$ cat src/rtl/hse_pkg.sv
`default_nettype none
// ----------------------------------------------------------------------------
// hse_pkg
// shared widths, codes, state type and key mask helper of the hash set engine
// ----------------------------------------------------------------------------
package hse_pkg;

  localparam int KEY_W           = 64;
  localparam int ACT_W           = 2;
  localparam int KB_W            = 4;
  localparam int LOW_W           = 32;
  localparam int NUM_BUCKETS_DEF = 64;
  localparam int WAYS_DEF        = 4;

  localparam logic [KB_W-1:0] KB_RESET = 4'd4;

  typedef enum logic [ACT_W-1:0] {
    ACT_ADD      = 2'd0,
    ACT_CONTAINS = 2'd1,
    ACT_REMOVE   = 2'd2
  } action_e;

  typedef enum logic [2:0] {
    ST_CLEAR,
    ST_IDLE,
    ST_MOD,
    ST_VREAD,
    ST_CMP,
    ST_WRITE,
    ST_RESP
  } state_e;

  typedef struct packed {
    logic clearing;
    logic writing;
  } hse_status_t;

  // byte mask over the low key_bytes bytes, zero acts as one, above eight as eight
  function automatic logic [KEY_W-1:0] key_mask(input logic [KB_W-1:0] kb);
    logic [KEY_W-1:0] m;
    m = '0;
    for (int i = 0; i < KEY_W / 8; i++) begin
      if (i == 0 || kb > KB_W'(i)) begin
        m[8*i +: 8] = 8'hFF;
      end
    end
    return m;
  endfunction

endpackage
`default_nettype wire

$ cat src/rtl/hse_ram.sv
`default_nettype none
// ----------------------------------------------------------------------------
// hse_ram
// simple dual port memory, one write port, one registered read port
// ----------------------------------------------------------------------------
module hse_ram #(
  parameter  int DATA_W = hse_pkg::KEY_W,
  parameter  int DEPTH  = hse_pkg::NUM_BUCKETS_DEF,
  localparam int AW     = $clog2(DEPTH)
) (
  input  wire logic              clk_i,
  input  wire logic              we_i,
  input  wire logic [AW-1:0]     waddr_i,
  input  wire logic [DATA_W-1:0] wdata_i,
  input  wire logic [AW-1:0]     raddr_i,
  output logic      [DATA_W-1:0] rdata_o
);

  logic [DATA_W-1:0] mem [DEPTH];

  always_ff @(posedge clk_i) begin
    if (we_i) begin
      mem[waddr_i] <= wdata_i;
    end
  end

  always_ff @(posedge clk_i) begin
    rdata_o <= mem[raddr_i];
  end

endmodule
`default_nettype wire

$ cat config.mk
export PLATFORM = sky130hd
export DESIGN_NAME = hse_ram
export DESIGN_NICKNAME = d
export VERILOG_FILES = /design/src/rtl/hse_pkg.sv /design/src/rtl/hse_ram.sv
export SDC_FILE = /design/constraint.sdc
export NUM_CORES = 2
export LEC_CHECK = 0
export ABC_CLOCK_PERIOD_IN_PS = 9000
export BUFFER_PORTS_ARGS = -buffer_cell sky130_fd_sc_hd__buf_2
export CORE_AREA = 8 8 520 522
export CTS_BUF_LIST = sky130_fd_sc_hd__clkbuf_2 sky130_fd_sc_hd__clkbuf_4 sky130_fd_sc_hd__clkbuf_8
export CTS_CLUSTER_SIZE = 28
export DETAILED_ROUTE_END_ITERATION = 8
export DIE_AREA = 0 0 528 530
export GPL_ROUTABILITY_DRIVEN = 0
export GPL_TIMING_DRIVEN = 0
export PLACE_DENSITY = 0.76
export SYNTH_ARGS = -nofsm -noshare
export SYNTH_HDL_FRONTEND = slang
export SYNTH_SLANG_ARGS = --single-unit
export TNS_END_PERCENT = 1
$ cat constraint.sdc
create_clock -name clk_i -period 9 [get_ports clk_i]
set_input_delay 1.8 -clock clk_i [delete_from_list [all_inputs] [get_ports clk_i]]
set_output_delay 1.8 -clock clk_i [all_outputs]
set_load 0.01 [all_outputs]
* After elaboration in Yosys (flattened, before gate mapping)
Memory sizes are Yosys's and may differ from the RTL's. A register that Yosys moved wholly into a read port is not among the register bits.
Index checks and enable logic that the tools add are counted.
** Cells by class
- Mux-type cells :: 2
** Operators by type and width (count)
- two-way mux 1 bit :: 2
** Storage, ports and cells
- Bits in registers :: 0
- RAM bits :: 4096
- Input port bits :: 78
- Output and inout port bits :: 64
- Logic and storage cells :: 3
- Memories :: 1
** Memory list
- mem :: words 64, bits a word 64, rd ports 1, clocked after memory_dff 1, write ports 1, RTL line hse_ram.sv:19 : logic [DATA_W-1:0] mem [DEPTH];

* Longest topological paths before layout
- Word-level depth :: 2
- Mapped depth :: 9
- Gate-level depth less buffers :: 5

* Least setup slack after synthesis
Ideal clock, no wire load.
- Path type :: input to register
- From :: input waddr_i[3]
- To :: memory mem[48][0] (netlist name), enable pin
- Setup time :: 0.564 ns
- Arrival time :: 6.672 ns
- Data required time :: 8.436 ns
- Setup slack :: 1.764 ns
- Cell stages on the path :: 4
- Path buffers :: 1
- Cell sequence :: clkbuf_1 nor2b_1 nand4b_1 nor3_1
** RTL lines
- from (decl) :: RTL line hse_ram.sv:13 : input wire logic [AW-1:0] waddr_i,
- to (decl) :: RTL line hse_ram.sv:19
No word-level cell before the write port.

==> impl.org <==
** Timing
- The tightest hold path in the finished design has a slack of about 0.89 ns.
- Worst-margin pin slew :: approximately 1.6 ns
- Period utilization :: a little over half
- Setup repair after global routing left no endpoint under its margin.
- Finish-stage setup viols :: 0
- Summed over all failing endpoints, the final setup total negative slack is 0 ns.
- Post-route clock skew :: about 0.057 ns
- Min Tclk post-route :: approximately 4.9 ns
- The count of final max-slew check failures is 10.
- Fmax :: ~200 MHz
- The worst pin sits at a relative slew slack of -4.17%.
- Final hold violations :: 0

** Die
- The die covers ~280000 um^2.
- Once the floorplan was initialized, standard cells occupied approximately three fifths of the core.
- The floorplan step defined a core boundary enclosing roughly 260000 um^2.
- Horizontal die dimension :: approximately 530 um
- In this run the count of I/O pins placed on the die edge is between 100 and 150.
- Row generation in the floorplan step produced ~190 rows.
- The die is roughly 530 um tall.

** Job
- The tool flagged a number of max-cap violations equal to 1.

** Placement
- Detailed placement finished with a half-perimeter wire length of between 200 and 300 mm.
- Counting tap cells, the placed design contains a total of 10400 instances.
- Port bufs :: roughly 130

** Yosys
- Leading register cell type out of synthesis :: sky130_fd_sc_hd__edfxtp_1
- The number of nets handed over by synthesis was between 6000 and 7000.
- After synthesis, the share of cell area in mux cells is 15.6%.
- By area, the combinational part of the netlist is dominated by multiplexers.
- Ys async rst share :: 0%
- Number of enable-type register cells in the synthesized netlist :: between 4000 and 5000
- Synthesis produced approximately 6600 cells.
- Seq cells post-synth :: roughly 4200
- Area share of and/or/nand/nor cells after synthesis :: between 1 and 1.5%
- Share of synthesized area occupied by flip-flops and latches :: between 70% and 80%
- The synthesized netlist contains 33 unique library cells.
- Compound-gate portion of the synthesized area :: roughly 2.5%
- Most numerous cell types in the synthesized netlist :: sky130_fd_sc_hd__edfxtp_1, sky130_fd_sc_hd__mux4_2, sky130_fd_sc_hd__buf_2
- During synthesis, Yosys emitted a total of 0 warnings.
- In this run the cell area of the synthesized design comes to 156000 um^2.
- Cell with the most instances after synthesis :: sky130_fd_sc_hd__edfxtp_1
- After Yosys synthesis, full adders, half adders and majority gates account for 0% of the synthesized area.
- Share of the synthesized netlist area taken by xor and xnor gates :: 0%
- Averaged over all synthesized cells, the footprint is 23.7 um^2.
- After synthesis, the cell types taking the most area are sky130_fd_sc_hd__edfxtp_1, sky130_fd_sc_hd__mux4_2, sky130_fd_sc_hd__mux2i_1.
- The largest total area in the synthesized netlist belongs to sky130_fd_sc_hd__edfxtp_1.
- After synthesis, the largest area contributor takes up 78.7% of total cell area.

** Layout
- Compared with the post-synthesis result, the final layout area differs by 13.7%.
- The post-route netlist has 32.8% of its cells at a drive strength greater than 1.
- After filler insertion, the fill cell instance count of the layout stands at 15200.
- The final layout contains between 7000 and 8000 nets.
- Final cell count without fillers :: 11600

** Clock tree
- Hold-fix buffers at CTS :: 0
- Max Root-Sink Buffers :: 4
- TritonCTS created 624 clock buffers.
- Buffer cell driving the clock tree root :: sky130_fd_sc_hd__clkbuf_8
- Number of levels in the clock H-tree :: 6
- Clock slew seen by the registers of the worst setup and hold paths :: around 0.06 ns
- Clock latency of the later-clocked register in the worst-skew pair :: 1.06 ns
- Post_cts resized :: 0
- Number of buffers inserted by post-CTS setup repair :: 0
- TritonCTS built the clock tree.
- Clock tree synthesis found a total of roughly 4200 sinks.

** Outcome
- Result of the run :: complete, but fails checks
- Violated checks :: max-capacitance violations, max-slew violations

** Pwr
- Dividing total power by cell area gives a power density of approximately 220 nW/um^2.
- Leak Pwr :: about 56 nW
- IR drop worst, VDD :: ~0.21 mV

** Route
- For this run, design rule violations remaining after detail routing come to 0.
- Total number of vias :: approximately 78000
- Aggregate routed wire length :: roughly 410 mm
- Once detail routing completed, the nets flagged for antenna violations numbered 0.
- Iter 0 DRT Violations :: 12100
- DR WL/cell :: ~36 um
- Pre-antenna DRT Iters :: 6
- Using the TritonRoute via totals, the vias-per-cell ratio works out to approximately 6.8.

** Global route
- Global-route total usage across every layer :: roughly 29%
- Vias in the first global route :: about 80000
- GR Overflow Total :: 0
- Entering global routing, the biggest net connects 65 pins.
- The first global-routing pass estimated approximately 580 mm of wire.
- Initial antenna violation count :: 45

** Worst setup path
- On the critical path, the stage with the largest delay is an instance of sky130_fd_sc_hd__a31oi_1.
- For the worst setup path, the data arrival time is about 5.8 ns.
- Crit path max-delay family :: buffers and inverters
- The worst setup path is launched from an input pin.
- In this run the worst path has a maximum fanout of 10.
- STA classifies the critical path endpoint as a flop.
- At the worst endpoint, the required time is between 9 and 10 ns.
- The worst setup path is of the in -> reg kind.
- Counting stages on the worst path, the most repeated cell is sky130_fd_sc_hd__clkbuf_1.
- The number of buffers and inverters on the critical path is 4.
- CP cell instances :: buf_2 -> clkbuf_1 -> and2_1 -> buf_1 -> clkbuf_1 -> nand2_1 -> a31oi_1 -> a211oi_1
- The largest single stage delay on the critical path is ~1.1 ns.

** Min path
- The tightest min-delay check is of the reg -> reg type.
[metrics by stage]
stage / total power [mW] / utilization [%] / setup slack (ns) / instance area [um^2]
floorplan: 22.9 / - / 1.76 / 156000
global placement: 23.8 / 61.7 / -4.17 / 161000
detailed placement: 23.9 / 63.3 / 3.12 / 166000
CTS: 38.8 / 67.9 / 4.24 / 178000
global route: 39.7 / 68.0 / 4.08 / 178000
finish: 38.8 / 68.0 / 4.06 / 178000
[area by class of cell]
type | instances | area (um^2) | area share (%)
sequential | 4160 | 124000 | 69.9
multi-input combinational | 2049 | 30700 | 17.3
clock buffer | 860 | 10500 | 5.91
tap | 3515 | 4400 | 2.47
timing repair buffer | 317 | 4300 | 2.42
buffer | 370 | 1780 | 1.00
clock inverter | 243 | 1690 | 0.950
inverter | 19 | 71.3 | 0.0401
antenna | 22 | 55.1 | 0.0310
[power breakdown]
part           internal, mW  switching (mW)  total [mW]  leakage, nW
Sequential             21.5          0.0444        21.5         37.4
Combinational         0.687            1.38        2.07         12.3
Clock                  8.10            7.14        15.2         6.42
Total                  30.3            8.56        38.8         56.1
[registers in the layout (all words and copies together) (netlist names)]
signal	flops
mem	4096
rdata_o	64
[worst min-delay path, cell delays in order (launching register included)]
cell and delay, ns:
sky130_fd_sc_hd__edfxtp_1 0.31, sky130_fd_sc_hd__mux4_2 0.22, sky130_fd_sc_hd__a22oi_1 0.06, sky130_fd_sc_hd__nand3_1 0.08, sky130_fd_sc_hd__and3_1 0.17
[placed cells by master, fill, tap and decap left out, types with 25 or more instances in the layout]
master | synthesis | layout
sky130_fd_sc_hd__clkbuf_8 | 0 | 648
sky130_fd_sc_hd__or3_1 | 29 | 29
sky130_fd_sc_hd__a41oi_1 | 26 | 25
sky130_fd_sc_hd__dfxtp_1 | 64 | 64
sky130_fd_sc_hd__clkbuf_1 | 140 | 134
sky130_fd_sc_hd__buf_4 | 34 | 35
sky130_fd_sc_hd__nand2_1 | 58 | 58
sky130_fd_sc_hd__buf_2 | 170 | 303
sky130_fd_sc_hd__clkinv_2 | 0 | 53
sky130_fd_sc_hd__nor2_4 | 0 | 62
sky130_fd_sc_hd__or2_2 | 28 | 28
sky130_fd_sc_hd__clkbuf_4 | 0 | 212
sky130_fd_sc_hd__o22ai_1 | 83 | 83
sky130_fd_sc_hd__buf_12 | 0 | 153
sky130_fd_sc_hd__edfxtp_1 | 4096 | 4096
sky130_fd_sc_hd__and3_1 | 64 | 64
sky130_fd_sc_hd__a211oi_1 | 63 | 63
sky130_fd_sc_hd__a22o_1 | 88 | 88
sky130_fd_sc_hd__mux4_2 | 1024 | 1024
sky130_fd_sc_hd__nor2b_1 | 28 | 28
sky130_fd_sc_hd__a22oi_1 | 168 | 168
sky130_fd_sc_hd__nand3_1 | 45 | 45
sky130_fd_sc_hd__mux2i_1 | 135 | 135
sky130_fd_sc_hd__o221ai_1 | 38 | 38
sky130_fd_sc_hd__clkinv_1 | 0 | 126
sky130_fd_sc_hd__nor2_1 | 112 | 50
[metal layers]
layer  up-vias  part of all wire (%)  GRT usage [%]
li1      30500                     -              -
met1     40600                    34           38.6
met2      6067                    47           45.4
met3      1137                    14           8.81
met4        26                   5.4           14.2
met5         -                 0.049              0
[logic make-up (layout without fill, tap and decap cells)]
| family | Yosys count | count (layout) |
|---|---|---|
| muxes | 1159 | 1159 |
| DFF | 4160 | 4160 |
| AOI/OAI and AO/OA | 504 | 504 |
| and+or+nand+nor | 386 | 386 |
| buffers and inverters | 389 | 1809 |
| other | 0 | 22 |
[worst paths after layout]
path | startpoint | end | slack [ns] | depth (start not counted)
worst max-delay path | raddr_i[5] | rdata_o[31] | 4.06 | 8
worst min-delay path | mem[60][46] | rdata_o[46] | 0.89 | 4
worst max register to register | mem[54][53] | rdata_o[53] | 6.16 | 5
worst min register to register | mem[60][46] | rdata_o[46] | 0.89 | 4
Note: power is estimated with default switching activity, not from simulation.
