### src/rtl/hse_pkg.sv
`default_nettype none
// ----------------------------------------------------------------------------
// hse_pkg
// shared widths, codes, state type and key mask helper of the hash set engine
// ----------------------------------------------------------------------------
package hse_pkg;

  localparam int KEY_W           = 64;
  localparam int ACT_W           = 2;
  localparam int KB_W            = 4;
  localparam int LOW_W           = 32;
  localparam int NUM_BUCKETS_DEF = 64;
  localparam int WAYS_DEF        = 4;

  localparam logic [KB_W-1:0] KB_RESET = 4'd4;

  typedef enum logic [ACT_W-1:0] {
    ACT_ADD      = 2'd0,
    ACT_CONTAINS = 2'd1,
    ACT_REMOVE   = 2'd2
  } action_e;

  typedef enum logic [2:0] {
    ST_CLEAR,
    ST_IDLE,
    ST_MOD,
    ST_VREAD,
    ST_CMP,
    ST_WRITE,
    ST_RESP
  } state_e;

  typedef struct packed {
    logic clearing;
    logic writing;
  } hse_status_t;

  // byte mask over the low key_bytes bytes, zero acts as one, above eight as eight
  function automatic logic [KEY_W-1:0] key_mask(input logic [KB_W-1:0] kb);
    logic [KEY_W-1:0] m;
    m = '0;
    for (int i = 0; i < KEY_W / 8; i++) begin
      if (i == 0 || kb > KB_W'(i)) begin
        m[8*i +: 8] = 8'hFF;
      end
    end
    return m;
  endfunction

endpackage
`default_nettype wire

### src/rtl/hse_if.sv
`default_nettype none
// ----------------------------------------------------------------------------
// hse_if
// valid/ready channels of the hash set engine: request, response, config
// ----------------------------------------------------------------------------
interface hse_req_if;
  import hse_pkg::*;
  logic             valid;
  logic             ready;
  logic [ACT_W-1:0] action;
  logic [KEY_W-1:0] key;
  modport source (output valid, output action, output key, input ready);
  modport sink   (input valid, input action, input key, output ready);
endinterface

interface hse_rsp_if;
  logic valid;
  logic ready;
  logic success;
  logic bucket_full;
  modport source (output valid, output success, output bucket_full, input ready);
  modport sink   (input valid, input success, input bucket_full, output ready);
endinterface

interface hse_cfg_if;
  import hse_pkg::*;
  logic            valid;
  logic            ready;
  logic [KB_W-1:0] key_bytes;
  modport source (output valid, output key_bytes, input ready);
  modport sink   (input valid, input key_bytes, output ready);
endinterface
`default_nettype wire

### src/rtl/hse_seq.sv
`default_nettype none
// ----------------------------------------------------------------------------
// hse_seq
// request sequencer: bucket reduction, way by way compare, slot update
// ----------------------------------------------------------------------------
module hse_seq #(
  parameter  int NUM_BUCKETS = hse_pkg::NUM_BUCKETS_DEF,
  parameter  int WAYS        = hse_pkg::WAYS_DEF,
  localparam int BKT_W       = $clog2(NUM_BUCKETS),
  localparam int WAY_W       = (WAYS > 1) ? $clog2(WAYS) : 1,
  localparam int SLOT_W      = $clog2(NUM_BUCKETS * WAYS)
) (
  input  wire logic                      clk_i,
  input  wire logic                      rst_ni,
  hse_req_if.sink                        req,
  hse_rsp_if.source                      rsp,
  hse_cfg_if.sink                        cfg,
  output logic                           vram_we_o,
  output logic      [BKT_W-1:0]          vram_waddr_o,
  output logic      [WAYS-1:0]           vram_wdata_o,
  output logic      [BKT_W-1:0]          vram_raddr_o,
  input  wire logic [WAYS-1:0]           vram_rdata_i,
  output logic                           kram_we_o,
  output logic      [SLOT_W-1:0]         kram_waddr_o,
  output logic      [hse_pkg::KEY_W-1:0] kram_wdata_o,
  output logic      [SLOT_W-1:0]         kram_raddr_o,
  input  wire logic [hse_pkg::KEY_W-1:0] kram_rdata_i,
  output hse_pkg::hse_status_t           status_o
);
  import hse_pkg::*;

  localparam int RW = BKT_W + 9;
  localparam int MOD_BYTES = LOW_W / 8;

  // one byte of the low word folded into the running remainder
  function automatic logic [BKT_W-1:0] mod_step(input logic [BKT_W-1:0] r,
                                                input logic [7:0] b);
    logic [RW-1:0] t;
    t = RW'({r, b});
    for (int k = 7; k >= 0; k--) begin
      if (t >= (RW'(NUM_BUCKETS) << k)) begin
        t = t - (RW'(NUM_BUCKETS) << k);
      end
    end
    return t[BKT_W-1:0];
  endfunction

  function automatic logic [SLOT_W-1:0] slot_addr(input logic [BKT_W-1:0] b,
                                                  input logic [WAY_W-1:0] w);
    return SLOT_W'(int'(b) * WAYS + int'(w));
  endfunction

  state_e                 state_q, state_d;
  logic [KB_W-1:0]        kb_q, kb_d;
  logic [BKT_W-1:0]       clr_q, clr_d;
  logic [1:0]             cnt_q, cnt_d;
  logic [WAY_W-1:0]       way_q, way_d;
  logic                   hit_q, hit_d;
  logic                   free_q, free_d;
  logic                   rsp_valid_q, rsp_valid_d;
  logic [KEY_W-1:0]       key_q, key_d;
  logic [ACT_W-1:0]       act_q, act_d;
  logic [LOW_W-1:0]       lo_q, lo_d;
  logic [BKT_W-1:0]       rem_q, rem_d;
  logic [WAY_W-1:0]       hit_way_q, hit_way_d;
  logic [WAY_W-1:0]       free_way_q, free_way_d;
  logic                   res_succ_q, res_succ_d;
  logic                   res_full_q, res_full_d;
  logic                   rsp_succ_q, rsp_succ_d;
  logic                   rsp_full_q, rsp_full_d;
  logic [KEY_W-1:0]       mask;
  logic                   way_valid;
  logic                   key_eq;
  logic [WAYS-1:0]        row_upd;

  assign mask      = key_mask(kb_q);
  assign way_valid = vram_rdata_i[way_q];
  assign key_eq    = (kram_rdata_i & mask) == key_q;

  assign req.ready       = (state_q == ST_IDLE);
  assign cfg.ready       = 1'b1;
  assign rsp.valid       = rsp_valid_q;
  assign rsp.success     = rsp_succ_q;
  assign rsp.bucket_full = rsp_full_q;

  assign vram_raddr_o = rem_q;
  assign kram_raddr_o = slot_addr(rem_q, way_d);
  assign kram_waddr_o = slot_addr(rem_q, free_way_q);
  assign kram_wdata_o = key_q;

  assign status_o.clearing = (state_q == ST_CLEAR);
  assign status_o.writing  = (state_q == ST_WRITE);

  always_comb begin
    state_d      = state_q;
    kb_d         = kb_q;
    clr_d        = clr_q;
    cnt_d        = cnt_q;
    way_d        = way_q;
    hit_d        = hit_q;
    free_d       = free_q;
    key_d        = key_q;
    act_d        = act_q;
    lo_d         = lo_q;
    rem_d        = rem_q;
    hit_way_d    = hit_way_q;
    free_way_d   = free_way_q;
    res_succ_d   = res_succ_q;
    res_full_d   = res_full_q;
    rsp_succ_d   = rsp_succ_q;
    rsp_full_d   = rsp_full_q;
    rsp_valid_d  = rsp_valid_q && !rsp.ready;
    vram_we_o    = 1'b0;
    vram_waddr_o = rem_q;
    vram_wdata_o = '0;
    kram_we_o    = 1'b0;
    row_upd      = vram_rdata_i;

    if (cfg.valid) begin
      kb_d = cfg.key_bytes;
    end

    unique case (state_q)
      ST_CLEAR: begin
        vram_we_o    = 1'b1;
        vram_waddr_o = clr_q;
        clr_d        = clr_q + 1'b1;
        if (clr_q == BKT_W'(NUM_BUCKETS - 1)) begin
          state_d = ST_IDLE;
        end
      end
      ST_IDLE: begin
        if (req.valid) begin
          key_d   = req.key & mask;
          act_d   = req.action;
          lo_d    = LOW_W'(req.key & mask);
          rem_d   = '0;
          cnt_d   = '0;
          state_d = ST_MOD;
        end
      end
      ST_MOD: begin
        // msb byte first
        rem_d = mod_step(rem_q, lo_q[LOW_W-1 -: 8]);
        lo_d  = lo_q << 8;
        cnt_d = cnt_q + 1'b1;
        if (cnt_q == 2'(MOD_BYTES - 1)) begin
          state_d = ST_VREAD;
        end
      end
      ST_VREAD: begin
        way_d   = '0;
        hit_d   = 1'b0;
        free_d  = 1'b0;
        state_d = ST_CMP;
      end
      ST_CMP: begin
        if (way_valid) begin
          if (!hit_q && key_eq) begin
            hit_d     = 1'b1;
            hit_way_d = way_q;
          end
        end else if (!free_q) begin
          free_d     = 1'b1;
          free_way_d = way_q;
        end
        if (way_q == WAY_W'(WAYS - 1)) begin
          state_d = ST_WRITE;
        end else begin
          way_d = way_q + 1'b1;
        end
      end
      ST_WRITE: begin
        res_succ_d = 1'b0;
        res_full_d = 1'b0;
        case (act_q)
          ACT_ADD: begin
            if (!hit_q) begin
              if (free_q) begin
                row_upd[free_way_q] = 1'b1;
                vram_we_o  = 1'b1;
                kram_we_o  = 1'b1;
                res_succ_d = 1'b1;
              end else begin
                res_full_d = 1'b1;
              end
            end
          end
          ACT_CONTAINS: begin
            res_succ_d = hit_q;
          end
          ACT_REMOVE: begin
            if (hit_q) begin
              row_upd[hit_way_q] = 1'b0;
              vram_we_o  = 1'b1;
              res_succ_d = 1'b1;
            end
          end
          default: begin
          end
        endcase
        vram_wdata_o = row_upd;
        state_d      = ST_RESP;
      end
      ST_RESP: begin
        // hold until the output register is free
        if (!rsp_valid_q || rsp.ready) begin
          rsp_valid_d = 1'b1;
          rsp_succ_d  = res_succ_q;
          rsp_full_d  = res_full_q;
          state_d     = ST_IDLE;
        end
      end
      default: begin
        state_d = ST_IDLE;
      end
    endcase
  end

  always_ff @(posedge clk_i or negedge rst_ni) begin
    if (!rst_ni) begin
      state_q     <= ST_CLEAR;
      kb_q        <= KB_RESET;
      clr_q       <= '0;
      cnt_q       <= '0;
      way_q       <= '0;
      hit_q       <= 1'b0;
      free_q      <= 1'b0;
      rsp_valid_q <= 1'b0;
    end else begin
      state_q     <= state_d;
      kb_q        <= kb_d;
      clr_q       <= clr_d;
      cnt_q       <= cnt_d;
      way_q       <= way_d;
      hit_q       <= hit_d;
      free_q      <= free_d;
      rsp_valid_q <= rsp_valid_d;
    end
  end

  always_ff @(posedge clk_i) begin
    key_q      <= key_d;
    act_q      <= act_d;
    lo_q       <= lo_d;
    rem_q      <= rem_d;
    hit_way_q  <= hit_way_d;
    free_way_q <= free_way_d;
    res_succ_q <= res_succ_d;
    res_full_q <= res_full_d;
    rsp_succ_q <= rsp_succ_d;
    rsp_full_q <= rsp_full_d;
  end

endmodule
`default_nettype wire

### src/flat_wrapper.sv
// flat-port wrapper written by rule: the top's interface ports become plain ports
module hse_seq_flat import hse_pkg::*;
#(
  parameter  int NUM_BUCKETS = hse_pkg::NUM_BUCKETS_DEF,
  parameter  int WAYS        = hse_pkg::WAYS_DEF,
  localparam int BKT_W       = $clog2(NUM_BUCKETS),
  localparam int WAY_W       = (WAYS > 1) ? $clog2(WAYS) : 1,
  localparam int SLOT_W      = $clog2(NUM_BUCKETS * WAYS)
)
  (clk_i, rst_ni, vram_we_o, vram_waddr_o, vram_wdata_o, vram_raddr_o, vram_rdata_i, kram_we_o, kram_waddr_o, kram_wdata_o, kram_raddr_o, kram_rdata_i, status_o, req_valid, req_action, req_key, req_ready, rsp_valid, rsp_success, rsp_bucket_full, rsp_ready, cfg_valid, cfg_key_bytes, cfg_ready);
  hse_req_if req_i ();
  hse_rsp_if rsp_i ();
  hse_cfg_if cfg_i ();
  input  wire logic clk_i;
  input  wire logic rst_ni;
  output logic vram_we_o;
  output logic      [BKT_W-1:0] vram_waddr_o;
  output logic      [WAYS-1:0] vram_wdata_o;
  output logic      [BKT_W-1:0] vram_raddr_o;
  input  wire logic [WAYS-1:0] vram_rdata_i;
  output logic kram_we_o;
  output logic      [SLOT_W-1:0] kram_waddr_o;
  output logic      [hse_pkg::KEY_W-1:0] kram_wdata_o;
  output logic      [SLOT_W-1:0] kram_raddr_o;
  input  wire logic [hse_pkg::KEY_W-1:0] kram_rdata_i;
  output hse_pkg::hse_status_t status_o;
  input wire logic [$bits(req_i.valid)-1:0] req_valid;
  input wire logic [$bits(req_i.action)-1:0] req_action;
  input wire logic [$bits(req_i.key)-1:0] req_key;
  output wire logic [$bits(req_i.ready)-1:0] req_ready;
  output wire logic [$bits(rsp_i.valid)-1:0] rsp_valid;
  output wire logic [$bits(rsp_i.success)-1:0] rsp_success;
  output wire logic [$bits(rsp_i.bucket_full)-1:0] rsp_bucket_full;
  input wire logic [$bits(rsp_i.ready)-1:0] rsp_ready;
  input wire logic [$bits(cfg_i.valid)-1:0] cfg_valid;
  input wire logic [$bits(cfg_i.key_bytes)-1:0] cfg_key_bytes;
  output wire logic [$bits(cfg_i.ready)-1:0] cfg_ready;
  assign req_i.valid = req_valid;
  assign req_i.action = req_action;
  assign req_i.key = req_key;
  assign req_ready = req_i.ready;
  assign rsp_valid = rsp_i.valid;
  assign rsp_success = rsp_i.success;
  assign rsp_bucket_full = rsp_i.bucket_full;
  assign rsp_i.ready = rsp_ready;
  assign cfg_i.valid = cfg_valid;
  assign cfg_i.key_bytes = cfg_key_bytes;
  assign cfg_ready = cfg_i.ready;
  hse_seq #(.NUM_BUCKETS(NUM_BUCKETS), .WAYS(WAYS)) u_core (.clk_i(clk_i), .rst_ni(rst_ni), .req(req_i), .rsp(rsp_i), .cfg(cfg_i), .vram_we_o(vram_we_o), .vram_waddr_o(vram_waddr_o), .vram_wdata_o(vram_wdata_o), .vram_raddr_o(vram_raddr_o), .vram_rdata_i(vram_rdata_i), .kram_we_o(kram_we_o), .kram_waddr_o(kram_waddr_o), .kram_wdata_o(kram_wdata_o), .kram_raddr_o(kram_raddr_o), .kram_rdata_i(kram_rdata_i), .status_o(status_o));
endmodule
### config.mk
export PLATFORM = sky130hd
export DESIGN_NAME = hse_seq_flat
export DESIGN_NICKNAME = d
export VERILOG_FILES = /design/src/rtl/hse_pkg.sv /design/src/rtl/hse_if.sv /design/src/rtl/hse_seq.sv /design/src/flat_wrapper.sv
export SDC_FILE = /design/constraint.sdc
export NUM_CORES = 1
export LEC_CHECK = 0
export BUFFER_PORTS_ARGS = -buffer_cell sky130_fd_sc_hd__buf_2
export CORE_AREA = 5 5 126 128
export CTS_BUF_LIST = sky130_fd_sc_hd__clkbuf_8
export DETAILED_ROUTE_END_ITERATION = 8
export DIE_AREA = 0 0 131 133
export GPL_TIMING_DRIVEN = 1
export PLACE_DENSITY_LB_ADDON = 0.25
export SETUP_SLACK_MARGIN = 0.15
export SYNTH_ARGS = -nofsm -noshare
export SYNTH_HDL_FRONTEND = slang
export SYNTH_SLANG_ARGS = --single-unit
### constraint.sdc
create_clock -name clk_i -period 4.8 [get_ports clk_i]
set_input_delay 0.24 -clock clk_i [delete_from_list [all_inputs] [get_ports clk_i]]
set_output_delay 0.24 -clock clk_i [all_outputs]
set_load 0.005 [all_outputs]
# After elaboration in Yosys (flattened, before gate mapping)
# Index checks and enable logic that the tools add are counted.
# classes
n_addsub,13
n_mul,0
n_div,0
magnitude_cmp,20
n_eq_ne,20
shifts,0
n_mux,64
bitwise_logic,8
n_reduce_logical,21
# ops
op,n
$mux 15,14
$and 64x64->64,2
$eq 64x64->1,1
$pmux 32 s2,1
$mux 8,7
$mux 32,1
$pmux 3 s7,1
$mux 6,3
$add 8x2->8,2
$gt 4x3->1 const B,4
$mux 4,4
$ge 15x10->1 const B,1
$ge 15x11->1 const B,1
$ge 15x12->1 const B,1
$ge 15x13->1 const B,1
$ge 15x7->1 const B,1
$ge 15x8->1 const B,1
$ge 15x9->1 const B,1
$mux 3,5
$sub 14x14->15 const B,1
$sub 15x10->15 const B,1
$sub 15x11->15 const B,1
$sub 15x12->15 const B,1
$sub 15x13->15 const B,1
41 further kinds,89
# word_totals
register_bits,132
latch_bits,0
ram_bits,0
rom_bits,0
input_bits,143
out_inout_bits,105
memories,0

# Depth between registers and ports, before layout
# Gate-level depths: netlist of run 1.
# depth
ltp_word,24
depth_mapped,8
ltp_nobuf,7

# Least setup slack after synthesis of run 1
# No wires, ideal clock.
# synth_timing
kind,register to register
startpoint,register u_core.state_q[0]
endpoint,register u_core.lo_q[0] (enable)
setup_ps,385
t_arrival_ps,3889
path_slack_ps,527
stages_incl_launch_ff,8
path_buffers,2
path_cell_list,dfrtp_1 -> clkbuf_1 -> nand2b_1 -> nor2_1 -> and2_1 -> clkbuf_1 -> nor2_1 -> inv_1
# synth_between
elab_chain_cells,3
# synth_rtl
item,line_no,source
from (decl),hse_seq.sv:53,"state_e state_q, state_d;"
from (signal assigned),hse_seq.sv:231,state_q <= state_d;
$eq 3x1->1 (*),n/a,
net req_ready,flat_wrapper.sv:30,output wire logic [$bits(req_i.ready)-1:0] req_ready;
$ne 2x2->1 (no line) or $reduce_bool 2->1 (tied branches),n/a,
$reduce_and 2->1 (no line) (*),n/a,
to (signal assigned),hse_seq.sv:245,lo_q <= lo_d;
to (decl),hse_seq.sv:63,"logic [LOW_W-1:0] lo_q, lo_d;"
# The timed path passes the listed nets; every way through them passes the cells marked *.
# A chain may end at the register's enable or synchronous reset.

# Worst setup path in the final report of run 1
# layout_timing
startpoint,register u_core.kb_q[3]
endpoint,register u_core.hit_way_q[1] (enable)
# layout_between
elab_chain_cells,6
# layout_rtl
item,line_no,source
from (decl),hse_seq.sv:54,"logic [KB_W-1:0] kb_q, kb_d;"
from (signal assigned),hse_seq.sv:232,kb_q <= kb_d;
$gt 4x1->1 (tied with other cells),hse_pkg.sv:43,if (i == 0 || kb > KB_W'(i)) begin
$mux 8,hse_pkg.sv:43,
$and 64x64->64 (*),hse_seq.sv:78,assign key_eq = (kram_rdata_i & mask) == key_q;
$eq 64x64->1 (*),hse_seq.sv:78,
$logic_and 1x1->1 (*),hse_seq.sv:159,if (!hit_q && key_eq) begin
$reduce_and 3->1 (no line) (*),n/a,
to (signal assigned),hse_seq.sv:247,hit_way_q <= hit_way_d;
to (decl),hse_seq.sv:65,"logic [WAY_W-1:0] hit_way_q, hit_way_d;"
# Every way passes the cells marked *; elsewhere a longest branch is shown, timed or not.

==> out/qor.yml, run 1 <==
status: "finished clean"
post_cts_buffers: 0
io_buffers: 246
finalClockSkew_ns: 0.01350
grt-ovfl-total: 0
die-width_um: 131
setup_violations: 0
placement.cell_area_sq_um: 7771
initial_core_util_pct: 43.85
tritoncts: "built"
post-synth-top-count-cell: "edfxtp_1"
wl_met1_mm: 7.061
grt_pass1_wl_mm: 28.39
max_stage_delay_ns: 0.90
synth_top_cells_by_area: "edfxtp_1, dfrtp_1, and2_1, mux2_2, xnor2_1"
coreArea_sq_um: 14750
dpl.hpwl_mm: 14.50
worst_pin_slew_ns: 1.187
finalPower_uw: 3593
syn-cell-area_sq_um: 6469
drt_iter0_drc: 382
rsz0062_at_grt: "false"
drive_gt1_share_pct: 39.21
vias_per_cell: 5.242
nets: 947
path_buf_inv: 1
ys_async_sr_fraction_pct: 16.13
crit_path_max_fanout: 33
track_usage_pct: 21.34
finalHoldViolations: 0
dr.pass1.iters: 5
grt_max_degree: 70
critPathRequiredTime_ns: 4.89
power.density_nw_per_um2: 433.6
instances_no_fill: 1001
io_pins: 248
clock_latency_ns: 0.44
root_buffer: "clkbuf_8"
vias: 5247
path_depth: 7
area_delta_synth_final_pct: 28.12
maxCapViolCount: 0
yosysSeqAreaShare_pct: 56.03
path_cells: "buf_4 -> a21oi_1 -> nor2_1 -> o32ai_1 -> nand4_1 -> or4_1 -> nor3_1"
yosysTopAreaCellShare_pct: 48.28
topRoutingLayerUsed: "met4"
synth_top_family_by_area: "simple AND/OR/NAND/NOR gates"
crit_family: "compound AO/OA/AOI/OAI gates"
cp-start-kind: "flop"
clk_pin_slew_ns: 0.06
ys.flop_type: "edfxtp_1"
drv_slew: 0
synthXorXnorAreaFrac_pct: 5.280
muxShareOfSynthArea_pct: 5.222
syn-num-nets: 701
drc: 0
ys_ff_latch: 124
ant_nets: 0
row_count: 45
synth_edf_count: 104
setup-tns-final_ns: 0
wl_per_cell_um: 18.63
crit_arrival_ns: 3.42
crit_path_end_kind: "flop"
synth_compound_area_share_pct: 9.574
cts_sinks: 124
period_needed_ns: 3.332
die_y_um: 133
dieArea_sq_um: 17420
leakage_uw: 0.003470
dp_cells: 956
syn_inst: 552
yosys.area_share.simple_pct: 18.86
finalHoldWorstSlack_ns: 0.02652
hold_depth: 2
wl_met2_mm: 9.844
routabilityCongestion: 0.8607
hold_path.class: "input pin to flop"
avgSynthCellArea_sq_um: 11.72
ys_top_cells_by_count: "edfxtp_1, and2_1, nor2_1, nand2_1, mux2_2"
worst_path_max_delay_cell: "a21oi_1"
synth_cell_type_count: 61
critical_path_class: "flop to flop"
cts_htree_levels: 4
ff2ff_path_depth: 7
cts_made_buffers: 17
ir_worst_vdd_mv: 0.3058
clk_path_buf_depth: 2
grt_pass1_vias: 5382
routed-wl-met3_mm: 1.436
fmax_mhz: 300.1
yosys_warnings: 0
postLayoutCellArea_sq_um: 8288
yosysTopAreaCell: "edfxtp_1"
antenna_found_initial: 2
max_slew_margin_pct: 20.76
synth_fa_ha_area_share_pct: 1.161
min_period_over_period_pct: 69.42
wl_mm: 18.65
==> registers in the layout, summed over array words and instances, names as in the netlist, 2 cells and up <==
name	flops
u_core.state_q	3
u_core.vram_raddr_o	6
u_core.way_q	2
u_core.lo_q	24
u_core.hit_way_q	2
u_core.cnt_q	2
u_core.kram_wdata_o	64
u_core.free_way_q	2
u_core.act_q	2
u_core.clr_q	6
u_core.kb_q	4
==> routing by layer <==
layer  vias up  global-route usage (%)
met4         0                   6.743
met2       195                   37.25
met1      2508                   24.68
met5         -                       0
li1       2520                       -
met3        24                   6.621
==> logic make-up after synthesis <==
| group | count (synthesis) |
|---|---|
| xor gates and xnor gates | 39 |
| buffers and inverters | 48 |
| muxes | 29 |
| and+or+nand+nor | 214 |
| AOI/OAI and AO/OA | 91 |
| other | 1 |
| adders and majority gates | 6 |
| DFF | 124 |
==> final cells by class <==
class	count	area [sq um]
well taps	188	235.2
flip-flops and latches	124	3625
diodes	2	5.005
fillers	1326	6464
clock inverters	10	98.84
clock buffers	22	302.8
multi-input cells	380	2605
inverters	16	60.06
repair buffers	259	1356
==> final timing paths <==
| check | slack [ns] | end | start |
|---|---|---|---|
| min reg2reg | 0.42 | u_core.rsp.bucket_full | u_core.res_full_q |
| min | 0.03 | u_core.kb_q[2] | cfg_valid |
| max reg2reg | 1.47 | u_core.hit_way_q[1] | u_core.kb_q[3] |
| max | 1.47 | u_core.hit_way_q[1] | u_core.kb_q[3] |
| max in group asynchronous | 4.16 | u_core.kb_q[2] | rst_ni |
| min in group asynchronous | 0.29 | u_core.clr_q[2] | rst_ni |
==> cells in the final DEF (no fill, tap or decap), types with 3 or more instances in the layout <==
master / instances
o32ai_1: 11
ha_1: 6
nand4_1: 9
xor2_1: 17
a22o_1: 3
nor2_1: 44
nand2b_1: 8
nor4bb_1: 14
and2_1: 53
nor2b_1: 23
buf_2: 246
dlygate4sd3_1: 11
clkbuf_8: 22
a31o_2: 3
nor3_1: 8
o21ai_0: 19
dfrtp_1: 19
inv_1: 19
xnor2_1: 22
nand3_1: 6
a21oi_1: 17
a31oi_1: 14
o22ai_1: 4
or3_1: 3
nand2_1: 29
edfxtp_1: 104
clkinv_2: 3
mux2_2: 28
==> per-stage QoR <==
stage                     worst slack [ns]  util (%)
after global placement               1.713     52.68
after detailed placement             1.521     52.68
after floorplan                     0.5267         -
final                                1.468     56.18
after CTS                            1.496     56.15
after global routing                 1.190     56.18
==> report_power, final <==
part | switching [uW] | leakage (uW) | internal, uW
sequential | 203 | 0.00121 | 1500
clock | 396 | 0.000224 | 521
combinational | 516 | 0.00203 | 458
==> repair_timing <==
action	4_1_cts	5_1_grt
gates resized for setup	0	0
endpoints found under the hold margin	29	0
hold buffers	11	0
No activity file was read; power rests on OpenSTA's default activity.
==> inputs of run 2 (changes only) <==
==> constraint.sdc (replaced) <==
create_clock -name clk_i -period 2.7 [get_ports clk_i]
set_input_delay 0.135 -clock clk_i [delete_from_list [all_inputs] [get_ports clk_i]]
set_output_delay 0.135 -clock clk_i [all_outputs]
set_load 0.005 [all_outputs]
==> run 2 against run 1 <==
Net effect: via count up 7.4%; sequential power up 76%; cell count up 8.6%; register-to-register slack worse by 1.2 ns; first-iteration DRC count down 18%; clock skew about the same; global-route usage up 1.0 points; sequential cell count unchanged; core utilization up 6.5 points; combinational power up 100%; cell area up 12%; sequential share of layout area down 4.5 points; critical path type unchanged.
==> out/qor.yml, run 2 (synthesis results as in run 1) <==
setup_violations: 0
num-fill-cells: 1191
max_slew_margin_pct: 33.62
hold_path.class: "input pin to flop"
min_period_over_period_pct: 90.27
routabilityCongestion: 0.8997
drv_slew: 0
instances_no_fill: 1087
clk_pin_slew_ns: 0.08
finalClockSkew_ns: 0.01363
r2r_start: "u_core.kb_q[2]"
root_buffer: "clkbuf_8"
grt_pass1_vias: 5789
hold_depth: 2
dr.pass1.iters: 5
ff2ff_path_depth: 5
die-width_um: 131
initial_core_util_pct: 43.85
placement.cell_area_sq_um: 7975
clk_path_buf_depth: 2
vias: 5637
cts_htree_levels: 4
leakage_uw: 0.003850
setup_ws_ns: 0.2628
dp_cells: 979
wl_mm: 19.62
io_buffers: 246
holdPathEnd: "u_core.kram_wdata_o[36]"
tritoncts: "built"
drive_gt1_share_pct: 41.09
power_frac_comb_pct: 30.3
maxCapViolCount: 0
dpl.hpwl_mm: 14.64
io_pins: 248
rsz0062_at_grt: "false"
path_buf_inv: 0
vias_per_cell: 5.186
hold_path.startpoint: "req_key[36]"
drc: 0
multi_input_area_sq_um: 2731
power.density_nw_per_um2: 710.1
cp-start-kind: "flop"
rrSetupSlack_ns: 0.26
p_clk_share_pct: 24.2
crit_path_end_kind: "flop"
finalHoldWorstSlack_ns: 0.02324
coreArea_sq_um: 14750
grt-ovfl-total: 0
worst_pin_slew_ns: 0.9957
dieArea_sq_um: 17420
track_usage_pct: 22.34
cts_sinks: 124
drt_iter0_drc: 314
critPathRequiredTime_ns: 2.84
path_cells: "nor3_4 -> o31a_1 -> or4_1 -> or4_4 -> nor3_4"
max_stage_delay_ns: 0.57
wl_per_cell_um: 18.05
grt_pass1_wl_mm: 29.79
grt_max_degree: 70
finalHoldViolations: 0
largest_reg_flops: 64
row_count: 45
clock_latency_ns: 0.45
cts_made_buffers: 17
ir_worst_vdd_mv: 0.3946
netSwitchingFraction_pct: 32.11
p_int_uw: 4457
final_cell_mix: "buf_2, edfxtp_1, dlygate4sd3_1"
fmax_mhz: 410.3
critical_path_class: "flop to flop"
die_y_um: 133
crit_path_max_fanout: 3
nets: 1035
area_delta_synth_final_pct: 42.92
postLayoutCellArea_sq_um: 9245
pwr-share-seq_pct: 45.6
period_needed_ns: 2.437
status: "finished clean"
antenna_found_initial: 2
power.switching_uw: 2108
crit_family: "simple AND/OR/NAND/NOR gates"
mostFrequentLayoutCell: "buf_2"
worst_path_max_delay_cell: "dfstp_2"
ant_nets: 0
crit_arrival_ns: 2.58
rr_endpoint: "u_core.hit_way_q[1]"
seq_area_sq_um: 3627
post-place-ws_ns: -0.2157
cp_common_cell: "nor3_4"
## run 2: cell types whose count changed in the layout (fill, tap and decap cells not counted), moves of 5 or more
cell	previous run	this run
dlygate4sd3_1	11	72
clkbuf_8	22	17
o32ai_1	11	6
inv_1	19	14
o32ai_2	0	5
clkinvlp_4	0	8
buf_4	2	25
## run 2: final cells by class
| type | instances | share of cell area (%) |
|---|---|---|
| multi-input combinational | 380 | 29.54 |
| sequential | 124 | 39.23 |
| antenna | 1 | 0.02707 |
| clock inverter | 14 | 1.611 |
| inverter | 16 | 0.6902 |
| timing repair buffer | 347 | 23.82 |
| clock buffer | 17 | 2.531 |
| tap | 188 | 2.544 |
## run 2: power groups by stage
| stage | sequential, uW | combinational (uW) | clock [uW] |
|---|---|---|---|
| finish | 2990 | 1990 | 1590 |
| CTS | 2990 | 1980 | 1610 |
| global route | 3050 | 2180 | 1710 |
| detailed placement | 3020 | 1870 | 0 |
| floorplan | 2950 | 1110 | 0 |
| global placement | 3000 | 1830 | 0 |
## run 2: metrics by stage
step | setup TNS, ns | total power, uW | utilization [%]
after floorplan | 0 | 4060 | -
after global placement | -0.1967 | 4835 | 54.06
after detailed placement | -0.4314 | 4892 | 54.06
after CTS | 0 | 6583 | 61.94
after global routing | 0 | 6935 | 62.67
final | 0 | 6565 | 62.67
## run 2: metal layers
metal	track usage (%)	up-vias	routed length, um	part of all wire (%)
met1	25.06	2665	7279	37
li1	-	2697	-	-
met3	7.711	50	1508	7.7
met5	0	-	11	0.056
met4	9.371	2	634	3.2
met2	38.18	223	10180	52
## run 2: worst max-delay path by stage
stage / start / endpoint / cells past startpoint
floorplan: u_core.kb_q[1] / u_core.hit_way_q[0] / 7
global placement: u_core.kb_q[3] / u_core.hit_way_q[0] / 7
detailed placement: u_core.kb_q[3] / u_core.hit_way_q[1] / 7
CTS: u_core.kb_q[2] / u_core.hit_way_q[1] / 9
global route: u_core.kb_q[3] / u_core.hit_way_q[1] / 7
finish: u_core.kb_q[2] / u_core.hit_way_q[1] / 5
## run 2: repair_timing
item                       CTS  global route
setup endpoints to repair    3             3
hold buffers                71             1
setup buffers                0             4
gates resized for setup     12            13
pin swaps                    1             7
hold endpoints to repair    91             1
==> inputs of run 3 (changes only) <==
==> constraint.sdc (replaced) <==
create_clock -name clk_i -period 2.1 [get_ports clk_i]
set_input_delay 0.105 -clock clk_i [delete_from_list [all_inputs] [get_ports clk_i]]
set_output_delay 0.105 -clock clk_i [all_outputs]
set_load 0.005 [all_outputs]
==> run 3 against run 2 <==
Net effect: the flow now finishes with violations (negative setup slack); sequential power is 28% higher; global-route usage rose by 1.5 points; non-clock buffer count up 70; clock skew down 0.0014 ns; cell count is 6.5% higher; count of clock-buffer cells in the layout did not move; critical path type unchanged; via count increased by 6.7%.
==> out/qor.yml, run 3 (synthesis results as in run 1) <==
cts_made_buffers: 17
grt_pass1_vias: 6215
wl_mm: 20.92
max_slew_margin_pct: 66.58
io_buffers: 246
clk_path_buf_depth: 2
clock_latency_ns: 0.44
grt_pass1_wl_mm: 32.12
instances_no_fill: 1158
mostFrequentLayoutCell: "buf_2"
critPathRequiredTime_ns: 2.24
die_y_um: 133
finalHoldWorstSlack_ns: 0.1605
finalHoldViolations: 0
critical_path_class: "flop to flop"
grt_max_degree: 42
final_cell_mix: "buf_2, edfxtp_1, dlygate4sd3_1, buf_4, and2_1"
area_delta_synth_final_pct: 55.09
dpl.hpwl_mm: 15.39
drt_iter0_drc: 308
crit_path_max_fanout: 6
coreArea_sq_um: 14750
dp_cells: 1024
track_usage_pct: 23.84
clk_pin_slew_ns: 0.07
dr.pass1.iters: 5
die-width_um: 131
drv_slew: 0
hold_path.class: "input pin to async pin"
row_count: 45
cts_sinks: 124
ant_nets: 0
worst_pin_slew_ns: 0.5014
setup_violations: 9
min_period_over_period_pct: 116.3
antenna_found_initial: 0
fmax_mhz: 409.5
crit_path_end_kind: "flop"
rsz0062_at_grt: "true"
power.density_nw_per_um2: 907.9
vias_per_cell: 5.195
largest_reg_flops: 64
vias: 6016
wl_per_cell_um: 18.06
grt-ovfl-total: 0
initial_core_util_pct: 43.85
period_needed_ns: 2.442
dieArea_sq_um: 17420
drc: 0
nets: 1105
cp-start-kind: "flop"
root_buffer: "clkbuf_8"
maxCapViolCount: 0
drive_gt1_share_pct: 47.47
io_pins: 248
setup_ws_ns: -0.3418
leakage_uw: 0.004296
finalClockSkew_ns: 0.01223
ir_worst_vdd_mv: 0.4561
tritoncts: "built"
cts_htree_levels: 4
violations: "negative setup slack"
status: "complete, but fails checks"
crit_arrival_ns: 2.58
routabilityCongestion: 0.9145
-- run 3: changes by cell type in the layout (fill, tap and decap cells not counted), sizes merged --
cell / previous run / this run
buf: 275 / 340
bufinv: 2 / 1
clkinv: 5 / 7
clkinvlp: 8 / 6
dlygate4sd3: 72 / 77
inv: 15 / 17
-- run 3: report_power, final --
group          total, uW  switching [uW]  internal (uW)
clock               1920             991            926
sequential          3820             406           3410
combinational       3370            1540           1830
total               9110            2940           6170
-- run 3: final cells by class --
type / instances / area, sq um
antenna: 1 / 2.502
clock buffer: 17 / 234.0
clock inverter: 15 / 125.1
fill: 1149 / 4720
inverter: 16 / 65.06
multi-input combinational: 380 / 2899
sequential: 124 / 3626
tap: 188 / 235.2
timing repair buffer: 417 / 2845
-- run 3: what timing repair did --
action                                  in CTS  in global routing
gates resized for setup                     37                 41
cloned                                       1                  0
hold buffers                                77                  0
buffers inserted                             9                 14
endpoints found under the hold margin       97                  0
endpoints found under the setup margin      20                 25
pin swaps                                    4                 18
-- run 3: worst paths after layout --
| kind | start | endpoint | slack [ns] | cells after the start |
|---|---|---|---|---|
| max in group asynchronous | rst_ni | u_core.kb_q[3] | 1.56 | 2 |
| min in group clk_i | req_valid | u_core.cnt_q[0] | 0.17 | 5 |
| setup / recovery | u_core.kb_q[3] | u_core.hit_way_q[0] | -0.34 | 7 |
| hold reg to reg | u_core.res_succ_q | u_core.rsp.success | 0.44 | 0 |
| setup reg to reg | u_core.kb_q[3] | u_core.hit_way_q[0] | -0.34 | 7 |
| hold / removal | rst_ni | u_core.rsp.valid | 0.16 | 2 |
-- run 3: layer usage --
layer,GRT usage [%],routed length [um],vias up
met4,8.857,534,0
met5,0,0,-
li1,-,-,2827
met1,28.19,7923,2898
met3,6.863,1498,46
met2,40.69,10960,245
-- run 3: metrics by stage --
| step | util, % | setup WS [ns] | TNS [ns] | total power, uW | area [sq um] |
|---|---|---|---|---|---|
| finish | 68.01 | -0.3418 | -1.278 | 9108 | 10030 |
| global route | 67.99 | -0.3894 | -1.578 | 9589 | 10030 |
| CTS | 66.27 | -0.3133 | -0.8843 | 8979 | 9776 |
| detailed placement | 57.03 | -0.4884 | -1.332 | 6557 | 8413 |
| global placement | 57.03 | -0.4327 | -1.250 | 6469 | 8413 |
| floorplan | - | -0.1540 | -0.3376 | 5314 | 6638 |
-- run 3: critical path, cell delays in order, from the launching register on --
cell and delay (ns):
dfrtp_2 0.45, buf_4 0.16, nor2_4 0.14, nor2_1 0.08, o32ai_2 0.39, nand4_1 0.14, or4_4 0.56, nor3_4 0.23
